===== src/rtl/gfq_ram.sv =====
// Generic single-write, single-read RAM with registered read data.
// No dependencies.
`default_nettype none
module gfq_ram #(
  parameter int W     = 64,
  parameter int DEPTH = 64,
  localparam int AW   = (DEPTH > 1) ? $clog2(DEPTH) : 1
) (
  input  wire logic          clk_i,
  input  wire logic          we_i,
  input  wire logic [AW-1:0] waddr_i,
  input  wire logic [W-1:0]  wdata_i,
  input  wire logic [AW-1:0] raddr_i,
  output logic      [W-1:0]  rdata_o
);

  logic [W-1:0] mem_q [DEPTH];

  always_ff @(posedge clk_i) begin
    if (we_i) begin
      mem_q[waddr_i] <= wdata_i;
    end
    rdata_o <= mem_q[raddr_i];
  end

endmodule
`default_nettype wire


===== config.mk =====
export PLATFORM = sky130hd
export DESIGN_NAME = gfq_ram
export DESIGN_NICKNAME = d
export VERILOG_FILES = /design/src/rtl/gfq_ram.sv
export SDC_FILE = /design/constraint.sdc
export NUM_CORES = 2
export LEC_CHECK = 0
export BUFFER_PORTS_ARGS = -buffer_cell sky130_fd_sc_hd__buf_2
export CAP_MARGIN = 5
export CORE_MARGIN = 2
export CORE_UTILIZATION = 45
export DETAILED_ROUTE_END_ITERATION = 7
export GPL_TIMING_DRIVEN = 0
export HOLD_SLACK_MARGIN = 0.02
export PLACE_DENSITY_LB_ADDON = 0.25
export RECOVER_POWER = 25
export REMOVE_ABC_BUFFERS = 1
export SYNTH_ARGS = -nofsm -noshare
export SYNTH_HDL_FRONTEND = slang
export SYNTH_SLANG_ARGS = --single-unit

===== constraint.sdc =====
create_clock -name clk_i -period 18.2 [get_ports clk_i]
set_input_delay 2.73 -clock clk_i [delete_from_list [all_inputs] [get_ports clk_i]]
set_output_delay 2.73 -clock clk_i [all_outputs]
set_load 0.03 [all_outputs]

==> summary.md <==
| Metric | Value |
|---|---|
| Avg Inst Size Synth | `23.7 sq um` |
| Area of the multi-input gates | `0.0308 sq mm` |
| Layout area overhead | `16.4%` |
| Worst Setup End Kind | `flip-flop` |
| Die area | `0.352 sq mm` |
| Status | `finished, violations left` |
| Input/output buffers | `141` |
| Post_cts resized | `0` |
| Initial antenna violation count | `26` |
| Final setup fails | `0` |
| Setup CP Type | `input port to flip-flop` |
| Ys Warns | `0` |
| Min Tclk post-route | `6220 ps` |
| Row cnt | `216` |
| Worst Hold Class | `flip-flop to flip-flop` |
| Clk_skew | `30.8 ps` |
| Final-report max-slew violation count | `2,860` |
| Ports | `142` |
| Clock sinks | `4,160` |
| Leakage power | `56.6 nW` |
| Synth Instances | `6,598` |
| Worst slack at placement | `10,670 ps` |
| Vias per inst | `6.11` |
| Clock-pin slew on the worst setup and hold paths | `60 ps` |
| Clk root buf | `clkbuf_16` |
| Max Fclk | `0.161 GHz` |
| Share of cells above drive strength 1 | `0.288` |
| DP Wirelength | `250,000 microns` |
| FF/Latch Area | `0.124 sq mm` |
| Placer Congestion | `0.693` |
| CORE AREA | `0.346 sq mm` |
| Failing checks | `max-capacitance violations, max-slew violations` |
| Max Cap Viol | `44` |
| Routed wire length | `396,000 microns` |
| ANT nets after route | `0` |
| Post-layout util | `0.526` |
| Power Density | `110 mW/mm^2` |
| Setup Buffers After CTS | `0` |
| H-tree depth | `5` |
| DRC viols | `0` |
| Hold_ws | `854 ps` |
| Vias | `73,700` |
| Crit path DAT | `6960 ps` |
| Tightest Pin Transition | `2500 ps` |
| Hold Buf Count CTS | `0` |
| Finished layout cell area | `0.182 sq mm` |
| GRT Residual Overflow | `0` |
| Yosys reg bits | `4,160` |
| Register area share after synthesis | `0.795` |
| Final worst slack | `11,980 ps` |
| Netlist cell types | `33` |
| Die Span Y | `593 microns` |
| Critical Path RT | `18,940 ps` |
| Layout Nets | `7,196` |
| DR pass1 iterations | `6` |
| GRT Total Usage | `0.222` |
| Syn Std Cell Area | `0.156 sq mm` |
| CP Max Fanout | `93` |
| Post-route insts no fill | `12,100` |
| Total negative slack | `0 ps` |
| Worst VDD drop | `82.5 uV` |
| First-pass GRT wire length | `558,000 microns` |
| Startpoint types | `input port` |
| Largest net degree at the start of global routing | `124` |
| Routed wire per std cell | `32.8 microns` |
| Final Power | `20.1 mW` |
| Initial Util | `0.452` |
| Slew margin rel. | `-0.668` |
| Die W | `593 microns` |
| Starting DRT DRC Count | `9,066` |
| Vias in the first global route | `74,500` |
| Part of the cycle the worst path needs | `0.342` |
| CTS tree | `built` |
| Worst-case clock buffer depth | `4` |
| Area after DPL | `0.168 sq mm` |
| CTS buffer count | `423` |
| Unrepaired setup endpoints after global routing | `false` |
| Worst-skew pair later-pin latency | `950 ps` |
| Endpoints failing hold | `0` |
| Filler cell count | `26,100` |
| Inst Count DP | `11,300` |
## worst paths after layout
kind	end	cells past startpoint	start	slack (ps)
max	rdata_o[36]	10	raddr_i[0]	11980
min	rdata_o[18]	4	mem_q[46][18]	850
max reg2reg	rdata_o[53]	5	mem_q[50][53]	15970
min reg2reg	rdata_o[18]	4	mem_q[46][18]	850
## power breakdown
part / switching (mW) / internal, mW
sequential: 0.0184 / 10.6
clock: 3.61 / 4.89
combinational: 0.572 / 0.352
total: 4.21 / 15.9
## cell families after synthesis
logic type | count (synthesis) | share of synthesized area
AND/OR/NAND/NOR | 386 | 0.0124
flip-flops | 4160 | 0.795
buffers and inverters | 389 | 0.0118
AO/OA/AOI/OAI | 504 | 0.0248
multiplexers | 1159 | 0.156
## cells in the mapped netlist
master     instances  share of area
a2bb2oi_1         19         0.0011
nor2b_1           28         0.0011
o22ai_1           83         0.0033
buf_1             20        0.00048
buf_4             34         0.0016
or2_2             28         0.0011
nand3b_1           2       0.000096
edfxtp_1        4096           0.79
nand3_1           45         0.0014
o221ai_1          38         0.0021
inv_1             19        0.00046
buf_2            170         0.0054
clkbuf_1         140         0.0034
or3_1             29         0.0012
nand2_1           58         0.0014
nor3_1             2       0.000064
a22o_1            88         0.0049
dfxtp_1           64         0.0082
a211oi_1          63         0.0030
or3b_2             1       0.000056
a31o_1             1       0.000056
mux2i_1          135         0.0086
nand2b_1          11        0.00044
a41oi_1           26         0.0015
nand4_1            2       0.000080
and2_1             3        0.00012
a22oi_1          168         0.0081
nor2_1           112         0.0027
mux4_2          1024           0.15
buf_6              6        0.00043
a31oi_1           18        0.00072
nand4b_1           1       0.000056
and3_1            64         0.0026
## registers in the layout (all words and copies together), names as in the netlist
register	count
mem_q	4096
rdata_o	64
## cells in the final DEF, fill, tap and decap left out, types with 24 or more instances in the layout
master,n
a41oi_1,26
a211oi_1,63
or2_2,28
o22ai_1,83
o221ai_1,38
buf_12,235
a22o_1,88
buf_16,69
clkbuf_1,117
nand2_1,54
nor2_1,47
buf_2,94
clkinv_1,110
nand3_1,45
dfxtp_1,64
mux2i_1,135
mux4_2,1024
nor2_4,65
and3_1,64
clkinv_2,82
clkbuf_16,430
nor2b_1,24
edfxtp_1,4096
bufinv_16,39
a22oi_1,168
or3_1,29
## critical path, cell delays in order
cell and delay [ps]:
buf_12 290, buf_16 500, buf_16 470, buf_16 500
buf_16 420, mux4_2 330, mux2i_1 70, o22ai_1 200
a41oi_1 110, a211oi_1 950
## routing by layer
layer / vias to the layer above / GRT usage / share of wire / wire length, microns
met5: - / 0 / 0.000086 / 34
met4: 6 / 0.0643 / 0.030 / 12000
met3: 708 / 0.0331 / 0.078 / 31000
met2: 3304 / 0.368 / 0.50 / 196000
met1: 40000 / 0.308 / 0.40 / 156000
li1: 29600 / - / - / -
## cell type report
class                           instances  area share
Clock buffer                          509      0.0611
Timing Repair Buffer                  465      0.0413
Sequential cell                      4160       0.683
Tap cell                             4578      0.0315
Clock inverter                        269      0.0133
Multi-Input combinational cell       2049       0.169
Inverter                               19    0.000392
Antenna cell                           10    0.000138
Power figures use the tool's default switching activity.
