### src/rtl/gfq_fifo.sv
// Two-entry queue that carries query points from the front end to the back end.
// No dependencies.
`default_nettype none
module gfq_fifo #(
  parameter int W = 64
) (
  input  wire logic         clk_i,
  input  wire logic         rst_ni,
  input  wire logic         push_i,
  input  wire logic [W-1:0] push_data_i,
  input  wire logic         pop_i,
  output logic              valid_o,
  output logic [W-1:0]      data_o,
  output logic              full_o,
  output logic              empty_o
);

  logic [W-1:0] mem_q [2];
  logic         wp_q, rp_q;
  logic [1:0]   cnt_q, cnt_d;

  assign empty_o = (cnt_q == 2'd0);
  assign full_o  = (cnt_q == 2'd2);
  assign valid_o = !empty_o;
  assign data_o  = mem_q[rp_q];

  always_comb begin
    cnt_d = cnt_q;
    if (push_i && !pop_i) begin
      cnt_d = cnt_q + 2'd1;
    end else if (pop_i && !push_i) begin
      cnt_d = cnt_q - 2'd1;
    end
  end

  always_ff @(posedge clk_i or negedge rst_ni) begin
    if (!rst_ni) begin
      wp_q  <= 1'b0;
      rp_q  <= 1'b0;
      cnt_q <= 2'd0;
    end else begin
      cnt_q <= cnt_d;
      if (push_i) begin
        wp_q <= !wp_q;
      end
      if (pop_i) begin
        rp_q <= !rp_q;
      end
    end
  end

  always_ff @(posedge clk_i) begin
    if (push_i) begin
      mem_q[wp_q] <= push_data_i;
    end
  end

endmodule
`default_nettype wire

### config.mk
export PLATFORM = sky130hd
export DESIGN_NAME = gfq_fifo
export DESIGN_NICKNAME = d
export VERILOG_FILES = /design/src/rtl/gfq_fifo.sv
export SDC_FILE = /design/constraint.sdc
export NUM_CORES = 1
export LEC_CHECK = 0
export ABC_AREA = 1
export BUFFER_PORTS_ARGS = -buffer_cell sky130_fd_sc_hd__clkbuf_2
export CAP_MARGIN = 20
export CELL_PAD_IN_SITES_DETAIL_PLACEMENT = 0
export CELL_PAD_IN_SITES_GLOBAL_PLACEMENT = 1
export CORE_ASPECT_RATIO = 0.9
export CORE_MARGIN = 5
export CORE_UTILIZATION = 40
export CTS_CLUSTER_SIZE = 28
export DETAILED_ROUTE_END_ITERATION = 7
export PLACE_DENSITY_LB_ADDON = 0.1
export SLEW_MARGIN = 30
export SYNTH_ARGS = -nofsm -noshare
export SYNTH_HDL_FRONTEND = slang
export SYNTH_SLANG_ARGS = --single-unit
### constraint.sdc
create_clock -name clk_i -period 3.5 [get_ports clk_i]
set_input_delay 0.525 -clock clk_i [delete_from_list [all_inputs] [get_ports clk_i]]
set_output_delay 0.525 -clock clk_i [all_outputs]
set_load 0.02 [all_outputs]
==> out/qor.csv <==
stage,metric,value,unit
synthesis,syn avg cell area,22.38,sq um
timing,WHS,314.7,ps
setup_path,Worst Setup End Kind,output port,
die,Die H,116.4,um
clock_network,postcts setup bufs,0,
setup_path,CP required,2970,ps
setup_path,Worst setup SP type,flip-flop,
finish,final net count,446,
route,Via density,4.464,
clock_network,CTS Hold Buffers Added,1,
finish,FILL cells,1039,
route,DRT Pass-1 Iters,4,
route,vias,2455,
clock_network,TritonCTS clock tree,built,
timing,fin. max-slew vios,0,
place,gpl congestion,0.7370,
synthesis,most frequent cells after synthesis,"128 x edfxtp_1, 50 x mux2_4, 14 x mux2_2, 8 x inv_1, 6 x buf_6",
finish,fin cells,550,
outcome,status,finished clean,
setup_path,CP max FO,19,
setup_path,Worst Reg2Reg Path Length in Cells,3,
route,final wirelength,8.781,mm
grt,largest net degree at the start of global routing,34,
synthesis,post-synth top area share,76.34,%
clock_network,clk root buf,clkbuf_16,
synthesis,cell area after synthesis,0.005035,sq mm
finish,area delta synth->final,27.96,%
finish,ANT cells,0,
grt,vias in the first global route,2616,
grt,Congestion Overflow GR,0,
synthesis,"FF+latch count, synth",132,
synthesis,most frequent cell after synthesis,edfxtp_1,
route,DRC,0,
synthesis,Post-synth EDFFs,128,
route,Post-DRT Antenna Nets,0,
place,dpl cells,517,
power_and_ir_drop,Power Density,867.2,mW/mm^2
worst_hold_path,worst hold path stage count,1,
die,Initial Utilization,41.37,%
setup_path,Worst Setup Path Type,reg2out,
route,Avg WL per Cell,15.97,um
clock_network,CTS resizes,0,
timing,period utilisation layout,70.65,%
timing,Final Hold Fails,0,
timing,shortest period the worst path allows,2473,ps
finish,final instance area,0.006442,sq mm
die,row count,38,
clock_network,Clock transition at path regs,50,ps
die,Die W,128.3,um
grt,initial antenna violation count,0,
die,Top-Level Pins,135,
worst_hold_path,worst hold path type,in2reg,
place,"Cell Area, Placed",0.005907,sq mm
synthesis,synth warn,0,
finish,utilization after layout,52.93,%
clock_network,H-tree depth reported by CTS,4,
flow_run,Max Cap Viol,0,
synthesis,sequential-to-total area share from yosys stat,78.33,%
synthesis,syn nets,294,
place,hpwl dp,5.824,mm
synthesis,Yosys top cell by area,edfxtp_1,
timing,Slew HR,50.51,%
timing,setup_tns,0,ps
synthesis,post-synth cell types,14,
timing,Post-Route Skew,2.811,ps
clock_network,CTS Buffer Depth,2,
clock_network,clock latency on the worst-skew pair,400,ps
timing,RSZ-0062 raised after global routing,false,
route,DR iter-0 viols,135,
timing,Fmax,0.4044,GHz
timing,Least-Margin Pin Slew,741.3,ps
synthesis,Area contributors post-synth,"edfxtp_1 76%, mux2_4 15%, mux2_2 3.1%",
timing,Setup Viol. Count Final,0,
synthesis,"Async S/R FF share, synth",3.030,%
die,CORE AREA,0.01217,sq mm
synthesis,Synth Instances,225,
finish,share of cells above drive strength 1,60.00,%
die,die area,0.01493,sq mm
grt,global-route wire length before repair,13.36,mm
power_and_ir_drop,Max VDD drop,502.5,uV
grt,global-route usage over all layers,12.27,%
power_and_ir_drop,cell leakage power,2.648,nW
clock_network,total CTS buffers,17,
setup_path,crit path DAT,1950,ps
clock_network,total clock sinks,132,
synthesis,"Top FF cell, synth",edfxtp_1,
place,number of port buffers,134,
## report_power, final
part	total, mW	internal, mW	switching [mW]
Sequential	2.24	2.10	0.138
Clock	1.55	0.958	0.595
Combinational	1.79	0.792	0.999
Total	5.59	3.86	1.73
## registers in the layout, indices dropped and copies added (netlist names)
signal and count:
rp_q 1, wp_q 1, mem_q 128, cnt_q 2
## layer usage
layer,vias up,global-route usage [%],wire [um]
met2,90,19.40,4172
met5,-,0,0
li1,1183,-,-
met1,1174,14.82,3816
met4,0,4.455,92
met3,8,5.807,700
## through the flow
stage                     power, mW  setup slack, ps
final                         5.587             1027
after global routing          5.869            923.2
after CTS                     5.686            976.6
after detailed placement      4.112             1420
after global placement        4.093             1431
after floorplan               3.594            870.3
## cells in the final DEF (no fill, tap or decap), types with 3 or more instances in the layout
master       n
clkinv_2     8
nand2_1      5
mux2_2      14
buf_4        3
inv_1        7
dfrtp_1      3
mux2_4      50
edfxtp_1   128
clkbuf_16   17
clkbuf_2   134
## final cells by class
class	instances	area [sq um]	area share, %
Multi-Input combinational cell	78	996.0	15.46
Timing Repair Buffer	140	743.2	11.54
Inverter	8	30.03	0.4661
Sequential cell	132	3948	61.27
Clock buffer	19	432.9	6.720
Clock inverter	13	92.59	1.437
Tap cell	160	200.2	3.107
## path summary, 6_finish.rpt
path / slack [ps] / start / end
min in group asynchronous: 480 / rst_ni / rp_q
setup reg to reg: 1810 / wp_q / mem_q[1][40]
hold reg to reg: 490 / cnt_q[1] / cnt_q[1]
max in group asynchronous: 2860 / rst_ni / rp_q
hold / removal: 310 / push_data_i[23] / mem_q[0][23]
setup / recovery: 1030 / rp_q / data_o[50]
## critical path, cell delays in order (launching register included)
cell and delay [ps]:
dfrtp_4 660, buf_4 350, mux2_2 380, clkbuf_2 160
## cells by family (layout without fill, tap and decap cells)
logic type | count (synthesis) | count (layout) | synth area share, %
fa+ha+maj | 1 | 1 | 0.2485
simple gates | 10 | 10 | 0.8201
flops | 132 | 132 | 78.33
buf+inv | 15 | 180 | 2.038
xor+xnor | 3 | 3 | 0.5220
mux | 64 | 64 | 18.04
Power figures use the tool's default switching activity.
